`config.mk`:
```
export PLATFORM = sky130hd
export DESIGN_NAME = fixed_point_matrix3_multiply_top
export DESIGN_NICKNAME = d
export VERILOG_FILES = /design/src/design/fpm3_pkg.sv /design/src/design/fixed_point_matrix3_multiply_top.sv
export SDC_FILE = /design/constraint.sdc
export NUM_CORES = 2
export LEC_CHECK = 0
export BUFFER_PORTS_ARGS = -buffer_cell sky130_fd_sc_hd__buf_2
export CORE_ASPECT_RATIO = 0.6
export CORE_MARGIN = 8
export CORE_UTILIZATION = 50
export DETAILED_ROUTE_END_ITERATION = 10
export GPL_TIMING_DRIVEN = 0
export PLACE_DENSITY = 0.66
export SYNTH_ARGS = -nofsm -noshare
export SYNTH_HDL_FRONTEND = slang
export SYNTH_SLANG_ARGS = --single-unit
```
`constraint.sdc`:
```
create_clock -name clk -period 9.2 [get_ports clk]
set_clock_uncertainty 0.1 [all_clocks]
set_input_delay 1.84 -clock clk [delete_from_list [all_inputs] [get_ports clk]]
set_output_delay 1.84 -clock clk [all_outputs]
set_load 0.01 [all_outputs]
```
`src/design/fpm3_pkg.sv`:
```
// ----------------------------------------------------------------------------
// fpm3_pkg: shared types and constants for the 3x3 fixed-point matrix multiply
// Matrix dimension, field widths, register map and sequencer state type.
// ----------------------------------------------------------------------------
package fpm3_pkg;

  localparam int DIM            = 3;
  localparam int CELLS          = DIM * DIM;
  localparam int CELL_W         = $clog2(CELLS);
  localparam int IDX_W          = 2;
  localparam int FIELD_W        = 32;
  localparam int FRAC_W         = 5;
  localparam int SHIFT_W        = FRAC_W + 1;
  localparam int PROD_W         = 64;
  localparam int DEF_ELEMENT_W  = 32;
  localparam int APB_ADDR_W     = 4;
  localparam int APB_DATA_W     = 32;

  localparam logic [FRAC_W-1:0] FRAC_RESET = FRAC_W'(16);
  localparam logic [IDX_W-1:0]  LAST_IDX   = IDX_W'(DIM - 1);

  typedef enum logic [1:0] {
    REG_A_FRAC   = 2'd0,
    REG_B_FRAC   = 2'd1,
    REG_RES_FRAC = 2'd2,
    REG_NONE     = 2'd3
  } fpm3_reg_t;

  typedef enum logic {
    ACT_LOAD     = 1'b0,
    ACT_MULTIPLY = 1'b1
  } fpm3_action_t;

  typedef enum logic {
    MAT_A = 1'b0,
    MAT_B = 1'b1
  } fpm3_matrix_t;

  typedef enum logic {
    ST_IDLE = 1'b0,
    ST_RUN  = 1'b1
  } fpm3_state_t;

  // tag that travels with each product through the MAC pipeline
  typedef struct packed {
    logic [IDX_W-1:0] row;
    logic [IDX_W-1:0] col;
    logic             first;
    logic             elem_last;
    logic             mat_last;
  } fpm3_tag_t;

  function automatic logic [CELL_W-1:0] cell_idx(input logic [IDX_W-1:0] row,
                                                 input logic [IDX_W-1:0] col);
    logic [CELL_W-1:0] r_ext;
    logic [CELL_W-1:0] c_ext;
    r_ext = CELL_W'(row);
    c_ext = CELL_W'(col);
    return CELL_W'(r_ext * CELL_W'(DIM)) + c_ext;
  endfunction

endpackage

```
`src/design/fixed_point_matrix3_multiply_top.sv`:
```
// ----------------------------------------------------------------------------
// fixed_point_matrix3_multiply_top: 3x3 signed fixed-point matrix multiply
// Holds matrices A and B, and on request streams C = A * B in row-major order.
// ----------------------------------------------------------------------------
// Input channel (in_valid / in_stall): a load request writes one element of A
// or B; a load at row or column 3 is dropped. A multiply request starts the
// sequencer, which pushes the 27 products through one shared multiplier, one
// product per cycle unless the output stalls: operand read, multiply, then
// fraction shift and accumulate. in_stall stays high after a multiply is
// accepted until the sequencer has issued its last product. Every third
// product completes a result; the ninth result carries out_last.
// Result channel (out_valid / out_stall): one output register. While it holds
// a result and out_stall is high, the whole MAC pipeline and the issue
// counters freeze, so nothing is dropped.
// Config port (APB, pready tied high): fraction-bit registers for A, B and
// the result at byte addresses 0, 4, 8. Write them only while idle.
// Reset clears control state and sets all fraction counts to 16; the matrix
// stores are undefined until loaded.
// ----------------------------------------------------------------------------
module fixed_point_matrix3_multiply_top #(
  parameter int ELEMENT_WIDTH = fpm3_pkg::DEF_ELEMENT_W
) (
  input  logic                               clk,
  input  logic                               rst_n,
  // input requests
  input  logic                               in_valid,
  output logic                               in_stall,
  input  logic                               in_action,
  input  logic                               in_which_matrix,
  input  logic [fpm3_pkg::IDX_W-1:0]         in_row_index,
  input  logic [fpm3_pkg::IDX_W-1:0]         in_col_index,
  input  logic signed [fpm3_pkg::FIELD_W-1:0] in_element_value,
  // results
  output logic                               out_valid,
  input  logic                               out_stall,
  output logic [fpm3_pkg::IDX_W-1:0]         out_row,
  output logic [fpm3_pkg::IDX_W-1:0]         out_col,
  output logic signed [fpm3_pkg::FIELD_W-1:0] out_value,
  output logic                               out_last,
  // configuration
  input  logic                               psel,
  input  logic                               penable,
  input  logic                               pwrite,
  input  logic [fpm3_pkg::APB_ADDR_W-1:0]    paddr,
  input  logic [fpm3_pkg::APB_DATA_W-1:0]    pwdata,
  output logic [fpm3_pkg::APB_DATA_W-1:0]    prdata,
  output logic                               pready
);

  import fpm3_pkg::*;

  localparam int EW = ELEMENT_WIDTH;
  localparam int PW = 2 * EW;

  // ---------------- configuration registers ----------------
  logic [FRAC_W-1:0] a_frac_r, b_frac_r, res_frac_r;
  fpm3_reg_t         reg_sel;
  logic              cfg_wr;

  assign reg_sel = fpm3_reg_t'(paddr[3:2]);
  assign cfg_wr  = psel && penable && pwrite;
  assign pready  = 1'b1;

  always_ff @(posedge clk) begin
    if (!rst_n) begin
      a_frac_r   <= FRAC_RESET;
      b_frac_r   <= FRAC_RESET;
      res_frac_r <= FRAC_RESET;
    end else if (cfg_wr) begin
      unique case (reg_sel)
        REG_A_FRAC:   a_frac_r   <= pwdata[FRAC_W-1:0];
        REG_B_FRAC:   b_frac_r   <= pwdata[FRAC_W-1:0];
        REG_RES_FRAC: res_frac_r <= pwdata[FRAC_W-1:0];
        default: ;
      endcase
    end
  end

  always_comb begin
    unique case (reg_sel)
      REG_A_FRAC:   prdata = APB_DATA_W'(a_frac_r);
      REG_B_FRAC:   prdata = APB_DATA_W'(b_frac_r);
      REG_RES_FRAC: prdata = APB_DATA_W'(res_frac_r);
      default:      prdata = '0;
    endcase
  end

  // ---------------- matrix stores ----------------
  logic [EW-1:0] a_mem [CELLS];
  logic [EW-1:0] b_mem [CELLS];

  logic in_acc, load_ok;
  assign in_acc  = in_valid && !in_stall;
  assign load_ok = in_acc && (fpm3_action_t'(in_action) == ACT_LOAD)
                   && (in_row_index <= LAST_IDX) && (in_col_index <= LAST_IDX);

  always_ff @(posedge clk) begin
    if (load_ok) begin
      if (fpm3_matrix_t'(in_which_matrix) == MAT_A) begin
        a_mem[cell_idx(in_row_index, in_col_index)] <= EW'(in_element_value);
      end else begin
        b_mem[cell_idx(in_row_index, in_col_index)] <= EW'(in_element_value);
      end
    end
  end

  // ---------------- sequencer ----------------
  fpm3_state_t      state_r, state_nxt;
  logic [IDX_W-1:0] r_r, c_r, k_r;
  logic [IDX_W-1:0] r_nxt, c_nxt, k_nxt;
  logic             advance, issue, start;
  logic             out_valid_r;

  // whole pipe holds while a result waits in a stalled output register
  assign advance = !(out_valid_r && out_stall);
  assign start   = in_acc && (fpm3_action_t'(in_action) == ACT_MULTIPLY);
  assign issue   = (state_r == ST_RUN) && advance;
  assign in_stall = (state_r == ST_RUN);

  always_ff @(posedge clk) begin
    if (!rst_n) begin
      state_r <= ST_IDLE;
      r_r     <= '0;
      c_r     <= '0;
      k_r     <= '0;
    end else begin
      state_r <= state_nxt;
      r_r     <= r_nxt;
      c_r     <= c_nxt;
      k_r     <= k_nxt;
    end
  end

  always_comb begin
    state_nxt = state_r;
    r_nxt     = r_r;
    c_nxt     = c_r;
    k_nxt     = k_r;
    unique case (state_r)
      ST_IDLE: begin
        if (start) begin
          state_nxt = ST_RUN;
          r_nxt     = '0;
          c_nxt     = '0;
          k_nxt     = '0;
        end
      end
      ST_RUN: begin
        if (issue) begin
          if (k_r != LAST_IDX) begin
            k_nxt = k_r + 1'b1;
          end else begin
            k_nxt = '0;
            if (c_r != LAST_IDX) begin
              c_nxt = c_r + 1'b1;
            end else begin
              c_nxt = '0;
              if (r_r != LAST_IDX) begin
                r_nxt = r_r + 1'b1;
              end else begin
                state_nxt = ST_IDLE;
              end
            end
          end
        end
      end
      default: state_nxt = ST_IDLE;
    endcase
  end

  // ---------------- MAC pipeline ----------------
  logic                 v1_r, v2_r;
  fpm3_tag_t            tag1_r, tag2_r, tag_issue;
  logic signed [EW-1:0] a_op_r, b_op_r;
  logic signed [PW-1:0] prod_r;

  assign tag_issue.row       = r_r;
  assign tag_issue.col       = c_r;
  assign tag_issue.first     = (k_r == '0);
  assign tag_issue.elem_last = (k_r == LAST_IDX);
  assign tag_issue.mat_last  = (k_r == LAST_IDX) && (c_r == LAST_IDX) && (r_r == LAST_IDX);

  always_ff @(posedge clk) begin
    if (!rst_n) begin
      v1_r <= 1'b0;
      v2_r <= 1'b0;
    end else if (advance) begin
      v1_r <= issue;
      v2_r <= v1_r;
    end
  end

  always_ff @(posedge clk) begin
    if (advance) begin
      if (issue) begin
        a_op_r <= a_mem[cell_idx(r_r, k_r)];
        b_op_r <= b_mem[cell_idx(k_r, c_r)];
      end
      tag1_r <= tag_issue;
      prod_r <= a_op_r * b_op_r;
      tag2_r <= tag1_r;
    end
  end

  // fraction conversion: A+B fraction bits down or up to result fraction bits
  logic [SHIFT_W-1:0]       inter_bits, res_bits, rshift, lshift;
  logic                     drop;
  logic signed [PROD_W-1:0] p_ext, p_rs, p_ls;
  logic [EW-1:0]            shifted, acc_sum;
  logic [EW-1:0]            acc_r;

  assign inter_bits = SHIFT_W'(a_frac_r) + SHIFT_W'(b_frac_r);
  assign res_bits   = SHIFT_W'(res_frac_r);
  assign drop       = inter_bits > res_bits;
  assign rshift     = inter_bits - res_bits;
  assign lshift     = res_bits - inter_bits;
  assign p_ext      = PROD_W'(prod_r);
  assign p_rs       = p_ext >>> rshift;
  assign p_ls       = p_ext << lshift;
  assign shifted    = drop ? EW'(p_rs) : EW'(p_ls);
  assign acc_sum    = (tag2_r.first ? '0 : acc_r) + shifted;

  always_ff @(posedge clk) begin
    if (advance && v2_r) begin
      acc_r <= acc_sum;
    end
  end

  // ---------------- output register ----------------
  logic                 out_last_r;
  logic [IDX_W-1:0]     out_row_r, out_col_r;
  logic signed [EW-1:0] out_value_r;
  logic                 res_done;

  assign res_done = advance && v2_r && tag2_r.elem_last;

  always_ff @(posedge clk) begin
    if (!rst_n) begin
      out_valid_r <= 1'b0;
    end else if (res_done) begin
      out_valid_r <= 1'b1;
    end else if (!out_stall) begin
      out_valid_r <= 1'b0;
    end
  end

  always_ff @(posedge clk) begin
    if (res_done) begin
      out_row_r   <= tag2_r.row;
      out_col_r   <= tag2_r.col;
      out_last_r  <= tag2_r.mat_last;
      out_value_r <= acc_sum;
    end
  end

  assign out_valid = out_valid_r;
  assign out_row   = out_row_r;
  assign out_col   = out_col_r;
  assign out_last  = out_last_r;
  assign out_value = FIELD_W'(out_value_r);

  // ---------------- assertions ----------------
  a_last_is_corner: assert property (@(posedge clk) disable iff (!rst_n)
    (out_valid && out_last) |-> (out_row == LAST_IDX && out_col == LAST_IDX))
    else $error("last flag on a result that is not the final corner");

  a_multiply_blocks_input: assert property (@(posedge clk) disable iff (!rst_n)
    start |=> in_stall)
    else $error("input not stalled after a multiply request");

  // a new multiply may still be taken while the last result waits
  a_pipe_holds: assert property (@(posedge clk) disable iff (!rst_n)
    (!advance && !start) |=>
      ($stable(v1_r) && $stable(v2_r) && $stable(r_r) && $stable(k_r)))
    else $error("MAC pipeline moved while the output was stalled");

  a_no_issue_when_idle: assert property (@(posedge clk) disable iff (!rst_n)
    (v1_r && advance && $past(state_r) == ST_IDLE && $past(advance)) |-> 0)
    else $error("product issued while the sequencer was idle");

endmodule

```
==> impl_metrics.toml <==
[status]
status = "complete, no violations"

[floorplanning]
coreArea_um2 = 145000
die_w_um = 509
rows = 108
ios = 153
fp.dieArea_um2 = 159000
die_y_um = 312
start_util_pct = 50.5

[layout]
final_nets = 7942
fillers = 12265
drive_gt1_share_pct = 11.3
design_area_um2 = 80100
syn_to_final_growth_pct = 9.75
instances_no_fill = 8568
fin_util_pct = 55.4

[detailed_routing]
via_per_inst = 5.96
ant_nets = 0
wirelength_mm = 266
dr.pass1.iters = 6
wl_per_cell_um = 31.0
route.detailed.drc = 0
vias = 51038
drtIter0Drc = 7004

[placement]
dp.cells = 8328
finalWeightedCongestion = 1.03
hpwl_mm = 215
placed_area_um2 = 76600
numPortBuffers = 93

[cts]
root_buffer = "clkbuf_16"
clk_pin_slew_worst_paths_ns = 0.06
cts_tree = "yes"
h-tree-depth = 3
numCtsBuffers = 78
cts.hold.buffers_added = 0
clockBufferDepth = 3
clock_latency_ns = 0.74
clock_sinks = 812

[logic_synthesis]
synth_top_family_by_area = "adder cells"
synth_ff_type = "edfxtp_1"
synthMuxAreaShare_pct = 8.34
synth-xor-area-share_pct = 1.38
synthArstFlopShare_pct = 0
ys_warn_count = 0
yosysUniqueCellTypes = 81
synth_edf_count = 787
synth-seq-cells = 812
synth_area_per_cell_um2 = 11.7
yosys.area_share.simple_pct = 11.0
seq_area_frac_synth_pct = 33.0
synthAdderAreaFrac_pct = 34.1
synthCells = 6253
synthesis.area_um2 = 73000
synth_compound_area_share_pct = 4.93

[sta]
maxSlewHeadroom_pct = 2.58
maxSlewViolCount = 0
fmax_ghz = 0.109
hold_violations = 0
setup_viol_count_final = 0
worst-slew-pin-transition_ns = 1.45
period_needed_ns = 9.14
min_period_over_period_pct = 99.3

[global_routing]
antenna_found_initial = 50
first_global_vias = 51213
grt_max_degree = 68
grtUsageMet1_pct = 54.0
met2_usage_pct = 40.5
grt_usage_pct = 33.6
gr-usage-met3_pct = 15.0
gr-total-overflow = 0
grt_pass1_wl_mm = 379
top_usage_layer = "met1"

[setup_path]
cp-end-kind = "flip-flop"
critPathKind = "reg2reg"
cp-start-kind = "flip-flop"
worstPathRequired_ns = 9.52
cp.arrival_ns = 9.46
cp_max_fo = 10

[flow_run]
drv_cap = 0

[worst_hold_path]
worstHoldPathType = "reg2reg"
[area by class of cell]
class / count / area (um^2) / share of cell area, %
Buffer: 364 / 1790 / 2.23
Multi-Input combinational cell: 4104 / 43900 / 54.8
Antenna cell: 52 / 130 / 0.162
Clock inverter: 47 / 513 / 0.640
Timing Repair Buffer: 170 / 1430 / 1.78
Inverter: 997 / 3760 / 4.69
Tap cell: 1925 / 2410 / 3.01
Clock buffer: 97 / 2110 / 2.63
Sequential cell: 812 / 24100 / 30.1
[kinds of logic (layout without fill, tap and decap cells)]
logic type,Yosys count,after routing
multiplexers,385,385
adder cells (fa/ha/maj),1334,1334
flip-flops,812,812
other,2,80
XOR/XNOR,115,115
buffers and inverters,1363,1675
AND/OR/NAND/NOR,1652,1652
AO/OA/AOI/OAI,590,590
[stage by stage]
stage | hold WS, ns | setup TNS [ns] | setup WS [ns]
4_1_cts | 0.320 | 0 | 0.000501
5_1_grt | 0.327 | -0.0133 | -0.0133
2_1_floorplan | 0.300 | 0 | 0.975
3_3_place_gp | 0.303 | -9.63 | -1.02
6_report | 0.318 | 0 | 0.0611
3_5_place_dp | 0.305 | -9.88 | -1.07
[synth_stat cells, types with 24 or more instances]
cell      number  area share, %
a211oi_1      35           0.36
a21o_1        45           0.46
a21oi_1      168            1.2
and2_1       514            4.4
buf_1         34           0.17
buf_4         28           0.29
clkbuf_1     276            1.4
dfxtp_1       25           0.69
edfxtp_1     787             32
fa_1        1092             30
ha_1         242            4.1
inv_1        997            5.1
mux2i_1      189            2.6
mux4_2       177            5.5
nand2_1      778            4.0
nand2b_1      25           0.21
nand3_1       24           0.16
nor2_1       156           0.80
nor2b_1       73           0.63
nor3_1        29           0.20
o21ai_0      178            1.2
o22ai_1       40           0.34
xnor2_1       80           0.96
xor2_1        35           0.42
[flip-flops by register name (all words and copies together), names as in the netlist, 7 cells and up]
register,flops
a_mem,288
a_op_r,32
acc_r,32
b_mem,288
b_op_r,32
out_value,32
p_ext,64
tag1_r,7
tag2_r,7
[routing by layer]
layer	share of wire [%]	vias to the layer above
met5	0.096	-
met4	2.6	14
li1	-	20868
met1	45	26382
met3	16	362
met2	36	3412
[placed cells by master, fill, tap and decap left out, types with 34 or more instances in the layout]
cell type / netlist / layout
buf_2: 23 / 128
o22ai_1: 40 / 40
a21o_1: 45 / 45
clkbuf_16: 0 / 80
nor2_1: 156 / 143
o21ai_0: 178 / 176
and2_1: 514 / 513
edfxtp_1: 787 / 787
diode_2: 0 / 52
nor2b_1: 73 / 73
buf_4: 28 / 65
mux4_2: 177 / 177
inv_1: 997 / 992
xor2_1: 35 / 35
fa_1: 1092 / 1089
xnor2_1: 80 / 78
a21oi_1: 168 / 167
nand2_1: 778 / 778
ha_1: 242 / 242
clkbuf_2: 0 / 114
clkbuf_1: 276 / 142
mux2i_1: 189 / 189
a211oi_1: 35 / 34
[timing repair]
action	CTS	global route
gates cloned	0	0
buffers inserted	23	23
resized for setup	111	184
setup endpoints to repair	22	11
pin swaps	2	3
endpoints found under the hold margin	0	0
[worst max-delay path, cell delays in order, from the launching register on]
cell and delay [ns]:
edfxtp_1 0.77, clkbuf_2 0.63, and2_1 0.25, fa_1 0.42
inv_1 0.08, fa_1 0.45, fa_1 0.55, fa_1 0.53
inv_1 0.06, fa_1 0.57, fa_1 0.43, fa_1 0.45
fa_1 0.44, ha_1 0.44, a21oi_1 0.33, o21ai_0 0.25
a31oi_1 0.39, nor3_1 0.15, a211oi_1 0.34, a31oi_1 0.22
o21ai_2 0.25, o21ai_2 0.17, a311oi_1 0.37, xnor2_1 0.19
[path summary, 6_finish.rpt]
kind | from | end | slack, ns | depth (start not counted)
max | b_op_r[12] | p_ext[60] | 0.06 | 23
min | tag1_r[2] | tag2_r[2] | 0.32 | 0
max reg2reg | b_op_r[12] | p_ext[60] | 0.06 | 23
min reg2reg | tag1_r[2] | tag2_r[2] | 0.32 | 0
Power is left out: the tool's default activity adds up to more than one toggle a clock period on the data nets, which glitch-free logic cannot reach.
